[config.mk]
export PLATFORM = sky130hd
export DESIGN_NAME = sorted_code_run_grouper
export DESIGN_NICKNAME = d
export VERILOG_FILES = /design/src/hw/rtl/srg_pkg.sv /design/src/hw/rtl/srg_step.sv /design/src/hw/rtl/srg_out_queue.sv /design/src/hw/rtl/sorted_code_run_grouper.sv
export SDC_FILE = /design/constraint.sdc
export NUM_CORES = 1
export LEC_CHECK = 0
export BUFFER_PORTS_ARGS = -buffer_cell sky130_fd_sc_hd__buf_2
export CAP_MARGIN = 10
export CORE_UTILIZATION = 45
export CTS_BUF_LIST = sky130_fd_sc_hd__clkbuf_8 sky130_fd_sc_hd__clkbuf_16
export DETAILED_ROUTE_END_ITERATION = 7
export GPL_ROUTABILITY_DRIVEN = 0
export PLACE_DENSITY_LB_ADDON = 0.1
export SLEW_MARGIN = 20
export SYNTH_ARGS = -nofsm -noshare
export SYNTH_HDL_FRONTEND = slang
export SYNTH_SLANG_ARGS = --single-unit
[constraint.sdc]
create_clock -name clk -period 4.85 [get_ports clk]
set_clock_uncertainty 0.1 [all_clocks]
set_input_delay 0.2425 -clock clk [delete_from_list [all_inputs] [get_ports clk]]
set_output_delay 0.2425 -clock clk [all_outputs]
set_load 0.01 [all_outputs]
[src/hw/rtl/srg_pkg.sv]
package srg_pkg;

  // Result kinds as they leave the block.
  typedef logic [2:0] kind_t;

  localparam kind_t KIND_SINGLE   = 3'd0;
  localparam kind_t KIND_RANGE    = 3'd1;
  localparam kind_t KIND_LACE_P   = 3'd2;
  localparam kind_t KIND_LACE_M   = 3'd3;
  localparam kind_t KIND_LIST_END = 3'd4;

  // Open run. The codes match the low bits of the matching result kind.
  typedef logic [1:0] run_mode_t;

  localparam run_mode_t RUN_NONE   = 2'd0;
  localparam run_mode_t RUN_RANGE  = 2'd1;
  localparam run_mode_t RUN_LACE_P = 2'd2;
  localparam run_mode_t RUN_LACE_M = 2'd3;

  // Largest number of results that one input transaction can cause.
  localparam int MAX_RESULTS = 3;

  // Results of one input transaction, oldest in entry 0.
  typedef struct packed {
    logic [1:0]                   cnt;
    kind_t [MAX_RESULTS-1:0]      kinds;
  } bundle_t;

endpackage

[src/hw/rtl/srg_step.sv]
module srg_step #(
  parameter int CODE_BITS = 21
) (
  input  logic                 clk,
  input  logic                 rst_n,
  input  logic                 fire,
  input  logic                 use_cases,
  input  logic [CODE_BITS-1:0] code,
  input  logic [CODE_BITS-1:0] case_value,
  input  logic                 list_end,
  output srg_pkg::bundle_t     bundle
);

  import srg_pkg::*;

  localparam logic [CODE_BITS-1:0] ONE = CODE_BITS'(1);
  localparam logic [CODE_BITS-1:0] TWO = CODE_BITS'(2);

  logic [CODE_BITS-1:0] held_code_r;
  logic [CODE_BITS-1:0] held_case_r;
  logic                 have_held_r;
  run_mode_t            run_mode_r;
  logic                 after_run_end_r;

  run_mode_t            run_mode_nxt;
  logic                 after_run_end_nxt;
  logic                 have_held_nxt;

  logic                 pair_rng;
  logic                 pair_lp;
  logic                 pair_lm;
  logic                 step_two;

  // Pair tests between the held element and the new one; sums wrap.
  assign step_two = (code == held_code_r + TWO);
  assign pair_rng = (code == held_code_r + ONE) &&
                    (!use_cases || (case_value == held_case_r + ONE));
  assign pair_lp  = step_two && (!use_cases ||
                    ((held_case_r == held_code_r + ONE) && (case_value == code + ONE)));
  assign pair_lm  = step_two && (!use_cases ||
                    ((held_case_r == held_code_r - ONE) && (case_value == code - ONE)));

  always_comb begin
    logic      cont;
    logic      examine;
    run_mode_t mode;
    logic      after;
    logic      have;
    logic [1:0] n;
    kind_t [MAX_RESULTS-1:0] kinds;

    mode    = run_mode_r;
    after   = after_run_end_r;
    have    = 1'b1;
    n       = 2'd0;
    kinds   = '0;
    examine = 1'b1;

    case (run_mode_r)
      RUN_RANGE:  cont = pair_rng;
      RUN_LACE_P: cont = pair_lp;
      RUN_LACE_M: cont = pair_lm;
      default:    cont = 1'b0;
    endcase

    if (have_held_r) begin
      if (mode != RUN_NONE) begin
        if (cont) begin
          examine = 1'b0;
        end else begin
          kinds[n] = {1'b0, mode};
          n        = n + 2'd1;
          mode     = RUN_NONE;
          after    = 1'b1;
        end
      end
      if (examine) begin
        if (pair_rng) begin
          mode = RUN_RANGE;
        end else if (pair_lp) begin
          mode = RUN_LACE_P;
        end else if (pair_lm) begin
          mode = RUN_LACE_M;
        end
        if (mode == RUN_NONE) begin
          // An element that just closed a run and begins nothing is dropped.
          if (!after) begin
            kinds[n] = KIND_SINGLE;
            n        = n + 2'd1;
          end
        end
        after = 1'b0;
      end
    end

    if (list_end) begin
      if (mode != RUN_NONE) begin
        kinds[n] = {1'b0, mode};
        n        = n + 2'd1;
      end else if (!after) begin
        kinds[n] = KIND_SINGLE;
        n        = n + 2'd1;
      end
      kinds[n] = KIND_LIST_END;
      n        = n + 2'd1;
      mode     = RUN_NONE;
      after    = 1'b0;
      have     = 1'b0;
    end

    run_mode_nxt      = mode;
    after_run_end_nxt = after;
    have_held_nxt     = have;
    bundle.cnt        = n;
    bundle.kinds      = kinds;
  end

  always_ff @(posedge clk) begin
    if (!rst_n) begin
      have_held_r     <= 1'b0;
      run_mode_r      <= RUN_NONE;
      after_run_end_r <= 1'b0;
      held_code_r     <= '0;
      held_case_r     <= '0;
    end else if (fire) begin
      have_held_r     <= have_held_nxt;
      run_mode_r      <= run_mode_nxt;
      after_run_end_r <= after_run_end_nxt;
      held_code_r     <= list_end ? '0 : code;
      held_case_r     <= list_end ? '0 : case_value;
    end
  end

endmodule

[src/hw/rtl/srg_out_queue.sv]
module srg_out_queue (
  input  logic             clk,
  input  logic             rst_n,
  input  logic             load,
  input  srg_pkg::bundle_t bundle,
  input  logic             out_stall,
  output logic             out_valid,
  output srg_pkg::kind_t   out_kind,
  output logic             free
);

  import srg_pkg::*;

  logic [1:0]              cnt_r;
  kind_t [MAX_RESULTS-1:0] kinds_r;
  logic                    pop;

  assign out_valid = (cnt_r != 2'd0);
  assign out_kind  = kinds_r[0];
  assign pop       = out_valid && !out_stall;
  // The slot can take a new bundle once its last result leaves this cycle.
  assign free      = (cnt_r == 2'd0) || ((cnt_r == 2'd1) && !out_stall);

  always_ff @(posedge clk) begin
    if (!rst_n) begin
      cnt_r <= 2'd0;
    end else if (load) begin
      cnt_r <= bundle.cnt;
    end else if (pop) begin
      cnt_r <= cnt_r - 2'd1;
    end
  end

  always_ff @(posedge clk) begin
    if (load) begin
      kinds_r <= bundle.kinds;
    end else if (pop) begin
      kinds_r <= {KIND_SINGLE, kinds_r[MAX_RESULTS-1:1]};
    end
  end

endmodule

[src/hw/rtl/sorted_code_run_grouper.sv]
// Channel | Direction | Ports                                    | Handshake
// --------+-----------+------------------------------------------+---------------------
// in      | input     | in_code, in_case_value, in_list_end      | in_valid / in_stall
// out     | output    | out_kind                                 | out_valid / out_stall
// cfg     | input     | cfg_wdata (use_cases)                    | cfg_we, no wait
//
// An input transaction enters an input register, and once the queue is free the run
// logic turns it into a bundle of zero to three results held in the result queue.
// One result leaves per cycle unless out_stall is high; the queue takes a new bundle
// as its last result leaves, so the input register refills while it drains.
// Reset (rst_n low at a clock edge) clears the list state, the queue and use_cases.
// A stalled output holds the queue, then the input register, then in_stall rises.
module sorted_code_run_grouper #(
  parameter int CODE_BITS = 21
) (
  input  logic                 clk,
  input  logic                 rst_n,

  input  logic                 in_valid,
  output logic                 in_stall,
  input  logic [CODE_BITS-1:0] in_code,
  input  logic [CODE_BITS-1:0] in_case_value,
  input  logic                 in_list_end,

  output logic                 out_valid,
  input  logic                 out_stall,
  output srg_pkg::kind_t       out_kind,

  input  logic                 cfg_we,
  input  logic                 cfg_wdata
);

  import srg_pkg::*;

  // The use_cases register adds the mapping checks to the range and lace tests.
  logic                 use_cases_r;

  // Input register in front of the run logic.
  logic                 in_valid_r;
  logic [CODE_BITS-1:0] code_r;
  logic [CODE_BITS-1:0] case_value_r;
  logic                 list_end_r;

  logic                 q_free;
  logic                 advance;
  logic                 in_take;
  bundle_t              bundle;

  // The held item moves into the run logic when the queue can take its results.
  assign advance  = in_valid_r && q_free;
  // The input register accepts a transaction when empty or emptying this cycle.
  assign in_stall = in_valid_r && !q_free;
  assign in_take  = in_valid && !in_stall;

  always_ff @(posedge clk) begin
    if (!rst_n) begin
      use_cases_r <= 1'b0;
    end else if (cfg_we) begin
      use_cases_r <= cfg_wdata;
    end
  end

  always_ff @(posedge clk) begin
    if (!rst_n) begin
      in_valid_r <= 1'b0;
    end else if (in_take) begin
      in_valid_r <= 1'b1;
    end else if (advance) begin
      in_valid_r <= 1'b0;
    end
  end

  always_ff @(posedge clk) begin
    if (in_take) begin
      code_r       <= in_code;
      case_value_r <= in_case_value;
      list_end_r   <= in_list_end;
    end
  end

  // Run tracking: compares each code with the held predecessor and reports
  // the runs that close and the lone elements, plus the list end marker.
  srg_step #(
    .CODE_BITS (CODE_BITS)
  ) u_step (
    .clk        (clk),
    .rst_n      (rst_n),
    .fire       (advance),
    .use_cases  (use_cases_r),
    .code       (code_r),
    .case_value (case_value_r),
    .list_end   (list_end_r),
    .bundle     (bundle)
  );

  // Result queue: hands the bundle out one transaction at a time.
  srg_out_queue u_out_queue (
    .clk       (clk),
    .rst_n     (rst_n),
    .load      (advance),
    .bundle    (bundle),
    .out_stall (out_stall),
    .out_valid (out_valid),
    .out_kind  (out_kind),
    .free      (q_free)
  );

endmodule

== After elaboration in Yosys (flattened, before gate mapping) ==
Cells that the tools add are included.

* Bits in registers: 102
* Bits of input ports: 49
* Output and inout bits: 5

* $add $sub $neg: 10
* Reductions and logical operators: 28
* Equality and inequality tests: 11
* Bitwise logic cells: 7
* Order comparisons: 6
* Muxes and demuxes: 58

{| class="wikitable"
|+ Operators with widths
! operator !! number
|-
| $eq A21 B21 Y1 || 7
|-
| $mux W9 || 10
|-
| $add A21 B1 Y21 const B || 3
|-
| $mux W2 || 23
|-
| $mux W21 || 2
|-
| $sub A21 B1 Y21 const B || 2
|-
| $add A21 B2 Y21 const B || 1
|-
| $demux W3 S2 || 3
|-
| $not A9 Y9 || 2
|-
| $mux W3 || 5
|-
| $logic_and A1 B1 Y1 || 13
|-
| $mux W1 || 13
|-
| $reduce_bool A2 Y1 || 5
|-
| $and A3 B9 Y9 || 1
|-
| $and A9 B9 Y9 || 1
|-
| $bwmux W9 || 1
|-
| $lt A2 B3 Y1 const B || 3
|-
| $add A2 B1 Y2 const B || 3
|-
| $and A6 B6 Y6 || 1
|-
| $ge A2 B1 Y1 const B || 3
|-
| $not A6 Y6 || 1
|-
| $eq A2 B1 Y1 const B || 2
|-
| $eq A2 B2 Y1 const B || 2
|-
| $logic_not A1 Y1 || 4
|-
| other kinds (5) || 9
|}

== Longest topological paths before layout ==
* Depth after elaboration: 29
* Depth in mapped cells: 26
* Mapped depth without buffers: 24

== Cells and area by module ==
A second synthesis with hierarchy kept.

* Cells, all modules: 1,064
* Area, all modules: 8,724.6 um^2

{| class="wikitable"
|+ By module, submodules not included
! module !! instances !! cells each !! area an instance (um^2)
|-
| srg_step || 1 || 972 || 6,811.5
|-
| sorted_code_run_grouper || 1 || 51 || 1,381.3
|-
| srg_out_queue || 1 || 41 || 531.8
|}

== Worst setup path after synthesis ==
Ideal clock, no wire load.

* Path kind: flip-flop to flip-flop
* Start point: reg code_r[0]
* End point: reg u_out_queue.kinds_r[3] (netlist name), data pin
* Setup slack: -0.504 ns
* Stages on the path, launching flop included: 22
* Arrival time: 5.066 ns
* Data required time: 4.562 ns
* Clock period less this slack: 5.354 ns
* Buffers on the path: 1
* Cells stage by stage: edfxtp_1 buf_2 inv_1 ha_1 nor4b_1 nand3_1 nor4_2 o21ai_1 or4_4 o41ai_4 nand2b_1 mux2i_1 o21ai_0 ha_1 a21oi_2 a21boi_4 or3_4 xnor2_1 nand2_1 ha_1 or3_1 o41ai_1

* Longest elaborated chain between the ends: 29
* Elaborated cells on any way between the ends: 76
* Classes of those cells: 4 x add/sub; 6 x order compare; 4 x eq/ne; 44 x mux; 6 x bitwise; 12 x reduce/logical

{| class="wikitable"
|+ Ends and longest elaborated chain
! element !! line !! source
|-
| start: declaration || sorted_code_run_grouper.sv:40 || <nowiki>logic [CODE_BITS-1:0] code_r;</nowiki>
|-
| start signal: assignment || sorted_code_run_grouper.sv:75 || <nowiki>code_r <= in_code;</nowiki>
|-
| $sub A21 B1 Y21 or $add A21 B1 Y21 (tied branches) || srg_step.sv:41, srg_step.sv:39 ||
|-
| $eq A21 B21 Y1, on equally long branches || srg_step.sv:41, srg_step.sv:39 ||
|-
| $logic_and A1 B1 Y1, on equally long branches || srg_step.sv:41, srg_step.sv:39 ||
|-
| $logic_or A1 B1 Y1, on equally long branches || srg_step.sv:40, srg_step.sv:38 ||
|-
| $logic_and A1 B1 Y1, on equally long branches || srg_step.sv:40, srg_step.sv:38 ||
|-
| $pmux W1 S3 || srg_step.sv:59 || <nowiki>case (run_mode_r)</nowiki>
|-
| $mux W2 || srg_step.sv:68 || <nowiki>if (cont) begin</nowiki>
|-
| $mux W2 || srg_step.sv:67 || <nowiki>if (mode != RUN_NONE) begin</nowiki>
|-
| [... 13 more ...] || n/a ||
|-
| $lt A2 B3 Y1 (implied by the code) (tied with other cells) || srg_step.sv:104 || <nowiki>kinds[n] = KIND_LIST_END;</nowiki>
|-
| $logic_and A1 B1 Y1 (implied by the code) or $and A9 B9 Y9 (tied branches) || n/a ||
|-
| $mux W3 (implied by the code) or $mux W9 (tied branches) || srg_step.sv:104, srg_step.sv:100 ||
|-
| $demux W3 S2 or $mux W9 (tied branches) || n/a ||
|-
| $not A6 Y6 (no source line) or $mux W9 (tied branches) || n/a ||
|-
| $and A6 B6 Y6 (no source line) || n/a ||
|-
| $mux W9 (*) || srg_step.sv:96 || <nowiki>if (list_end) begin</nowiki>
|-
| $mux W9 (*) || srg_out_queue.sv:35 || <nowiki>if (load) begin</nowiki>
|-
| end signal: assignment || srg_out_queue.sv:36 || <nowiki>kinds_r <= bundle.kinds;</nowiki>
|-
| end signal: assignment || srg_out_queue.sv:38 || <nowiki>kinds_r <= {KIND_SINGLE, kinds_r[MAX_RESULTS-1:1]};</nowiki>
|-
| end: declaration || srg_out_queue.sv:15 || <nowiki>kind_t [MAX_RESULTS-1:0] kinds_r;</nowiki>
|}

Mark *: on every way between the ends. The rest lies on a longest branch, timed or not. The select of a mux whose other input is x is not followed.
A chain may end at the register's enable or synchronous reset.

== Worst setup path after layout ==
* Start point: reg u_step.held_case_r[2]
* End point: reg u_out_queue.kinds_r[3] (netlist name), data pin

* Longest elaborated chain between the ends: 28
* Elaborated cells on any way between the ends: 75
* Classes of those cells: 3 x add/sub; 6 x order compare; 3 x eq/ne; 44 x mux; 6 x bitwise; 13 x reduce/logical

{| class="wikitable"
|+ Ends and longest elaborated chain
! element !! line !! source
|-
| start: declaration || srg_step.sv:20 || <nowiki>logic [CODE_BITS-1:0] held_case_r;</nowiki>
|-
| start signal: assignment || srg_step.sv:130 || <nowiki>held_case_r <= list_end ? '0 : case_value;</nowiki>
|-
| $add A21 B1 Y21 (tied with other cells) || srg_step.sv:37 || <nowiki>(!use_cases || (case_value == held_case_r + ONE));</nowiki>
|-
| $eq A21 B21 Y1 (tied with other cells) || srg_step.sv:37 ||
|-
| $logic_or A1 B1 Y1, on equally long branches || srg_step.sv:37, srg_step.sv:38, srg_step.sv:40 ||
|-
| $logic_and A1 B1 Y1, on equally long branches || srg_step.sv:36, srg_step.sv:38, srg_step.sv:40 ||
|-
| $pmux W1 S3 || srg_step.sv:59 ||
|-
| $mux W2 || srg_step.sv:68 ||
|-
| $mux W2 || srg_step.sv:67 ||
|-
| $mux W2 || srg_step.sv:82 || <nowiki>end else if (pair_lm) begin</nowiki>
|-
| [... 12 more ...] || n/a ||
|-
| $lt A2 B3 Y1 (implied by the code) (tied with other cells) || srg_step.sv:104 ||
|-
| $logic_and A1 B1 Y1 (implied by the code) or $and A9 B9 Y9 (tied branches) || n/a ||
|-
| $mux W3 (implied by the code) or $mux W9 (tied branches) || srg_step.sv:104, srg_step.sv:100 ||
|-
| $demux W3 S2 or $mux W9 (tied branches) || n/a ||
|-
| $not A6 Y6 (no source line) or $mux W9 (tied branches) || n/a ||
|-
| $and A6 B6 Y6 (no source line) || n/a ||
|-
| $mux W9 (*) || srg_step.sv:96 ||
|-
| $mux W9 (*) || srg_out_queue.sv:35 ||
|}

Marked as above.

==> results.md <==
- # diodes: 0
- YS warnings: 0
- RSZ-0062 raised after global routing: true
- Number of vias per cell: 5.88
- Req. time, crit path: 4.94 ns
- Die Y: 142 um
- Die ar.: 20300 um2
- Power per cell area: 240 nW/um2
- Yosys cell types: 86
- Post-synth top area cell: edfxtp_1
- Setup slack after layout: -0.455 ns
- Post-layout util: 0.656
- Slew headroom: 0.399
- Total core area: 19400 um2
- Crit end category: register
- Vias in the first global route: 9238
- Worst path top cell family by delay: simple AND/OR/NAND/NOR gates
- Seq/Total Area, Yosys: 0.289
- Final ANT Viol Nets: 0
- WL per Instance: 19.5 um
- Post-Route WL: 33000 um
- Syn-to-layout area delta: 43.4%
- Min-Delay Path Class: input pin to register
- EDFF count, synth: 52
- Port-buffer cells: 53
- Final worst path period need: 5.30 ns
- H-tree depth: 3
- GRT busiest layer: met2
- Final non-filler cell area: 12700 um2
- FMAX: 189 MHz
- Drt first-iter violations: 862
- Pin count of the biggest net entering global routing: 55
- Endpoints failing setup: 8
- Synth top area share: 0.176
- Final-report hold violation count: 0
- WP data arrival: 5.40 ns
- Syn_area_per_cell: 8.26 um2
- Crit path max fanout: 4
- Leakage dissipation: 0.00503 uW
- Share of layout cells above drive strength 1: 0.351
- Met2 Use GR: 0.539
- Root Buffer: clkbuf_16
- Num rows: 51
- Hold WS: 0.0106 ns
- Max Cap Viol: 0
- Most common cell type on the critical path: nand4_1
- Critical path, cell by cell: nand4_1, o41ai_4, nand4_1, nor4_2, buf_4, nand4_1, o41a_1, or4b_4, mux2i_1, o21ai_1, ha_1, inv_1, o221ai_2, a211oi_2, or3_4, xnor2_4, nand2_4, ha_4, or3_4, o41ai_2
- FF+latch count, synth: 102
- Cells after Synth: 1075
- First-pass GRT wire length: 50700 um
- # nets final: 1479
- Status: complete, but fails checks
- Vias post-DR: 9920
- CTS tree: done
- Slew Viols, Final: 0
- Drt pass-1 iters: 5
- Max incr delay on CP: 0.52 ns
- Placed inst area: 11500 um2
- CTS sink cnt: 102
- Clk buf depth: 2
- Antenna violations before repair: 0
- Peak supply drop: 208 uV
- DR DRC count: 0
- Starting density of the core: 0.458
- Cts bufs inserted: 9
- Worst Max-Slew Pin Slew: 0.901 ns
- Clock Pin Slew Worst Setup and Hold Paths: 0.08 ns
- Gr ovfl total: 0
- Die width: 142 um
- Tcrit/Tclk final: 1.09
- Commonest cells post-synth: 94 x nand2_1, 79 x xnor2_1, 64 x clkbuf_1
- TNS Setup: -2.70 ns
- Startpoint types: register
- GRT Util Overall: 0.330
- # IOs: 54
- Clock latency on the worst-skew pair: 0.36 ns
- Buf/Inv on CP: 2
- M3 GR Usage: 0.0363
- Cell area after synthesis: 8880 um2
- Met1 Use GR: 0.441
- Synth async-reset ratio: 0
- Synth Flop Type: edfxtp_1
- CP max-delay cell: or4b_4
- WS Path Type: register to register
- Post-DP HPWL: 25400 um
- Top cells by area, synth: edfxtp_1 18%, dfxtp_1 11%, xnor2_1 7.8%
- Failing checks: setup timing
- Count leader, synth: nand2_1
## path summary, 6_finish.rpt
kind	start	to	slack [ns]	cells after the start
setup / recovery	u_step.held_case_r[2]$_SDFFE_PN0P_	u_out_queue.kinds_r[3]$_DFFE_PP_	-0.45	20
hold / removal	in_valid	in_valid_r$_SDFFE_PN0P_	0.01	2
setup reg to reg	u_step.held_case_r[2]$_SDFFE_PN0P_	u_out_queue.kinds_r[3]$_DFFE_PP_	-0.45	20
hold reg to reg	u_step.held_code_r[2]$_SDFFE_PN0P_	u_step.held_code_r[2]$_SDFFE_PN0P_	0.41	2
## per-stage QoR
stage                     std cells  worst slack, ns  total power (uW)
final                          1687           -0.455              3050
after global routing           1687           -0.603              3180
after CTS                      1677           -0.414              2980
after detailed placement       1611           -0.670              2200
after global placement         1611           -0.586              2180
after floorplan                1076           -0.279              1720
## layout make-up
type / count / area [um2]
Tap cell: 265 / 332
Clock buffer: 9 / 225
Timing Repair Buffer: 429 / 3260
Clock inverter: 7 / 62.6
Multi-Input combinational cell: 846 / 6160
Sequential cell: 102 / 2580
Inverter: 29 / 114
Fill cell: 1691 / 6670
## report_power, final
group	switching [uW]	internal, uW
Combinational	646	606
Sequential	72.6	991
Clock	377	359
Total	1100	1960
## timing repair
action | 4_1_cts | 5_1_grt
hold endpoints to repair | 43 | 0
pin swaps | 14 | 20
hold buffers | 43 | 0
gates resized for setup | 25 | 49
setup buffers | 8 | 10
endpoints found under the setup margin | 9 | 9
## cells by family after synthesis
| group | after synthesis | synth area share |
|---|---|---|
| AOI/OAI and AO/OA | 223 | 0.184 |
| DFF | 102 | 0.289 |
| xor gates and xnor gates | 136 | 0.134 |
| buffers and inverters | 128 | 0.0600 |
| muxes | 11 | 0.0127 |
| adders and majority gates | 14 | 0.0194 |
| other | 1 | 0.000422 |
| and+or+nand+nor | 460 | 0.301 |
## cell usage in the layout, fill, tap and decap left out, types with 8 or more instances in the layout
master         count
nand2b_1          13
nand3b_1          39
nor2_1            42
nand2_1           92
o31ai_1           11
o22ai_1            8
o21ai_0           24
a21oi_1           27
nand3_1           39
mux2i_1            9
a31oi_1           15
a21o_1            10
edfxtp_1          52
clkbuf_16          9
buf_2             53
nor4_1            25
nand4_1           34
xor2_1            57
and3_1            12
dfxtp_2            9
buf_4            324
nor2b_1           15
inv_1             26
o21a_1             9
a21boi_0          36
dfxtp_1           38
or3_1             16
nor3_1            37
xnor2_1           78
o211ai_1           8
dlygate4sd3_1     43
and4_1            11
nor4_2            10
## per-layer routing
| metal | vias up | routed length, um |
|---|---|---|
| li1 | 4670 | - |
| met1 | 4728 | 14200 |
| met2 | 435 | 15300 |
| met3 | 87 | 2200 |
| met4 | 0 | 1310 |
| met5 | - | 0 |
## sequential cells by signal, summed over array words and instances (netlist names)
register,flops
list_end_r,1
u_step.have_held_r,1
u_step.held_code_r,21
u_out_queue.kinds_r,6
u_step.run_mode_r,2
u_step.after_run_end_r,1
use_cases_r,1
u_step.held_case_r,21
u_out_queue.out_kind,3
in_valid_r,1
case_value_r,21
u_out_queue.cnt_r,2
code_r,21
Note: power is estimated with default switching activity, not from simulation.
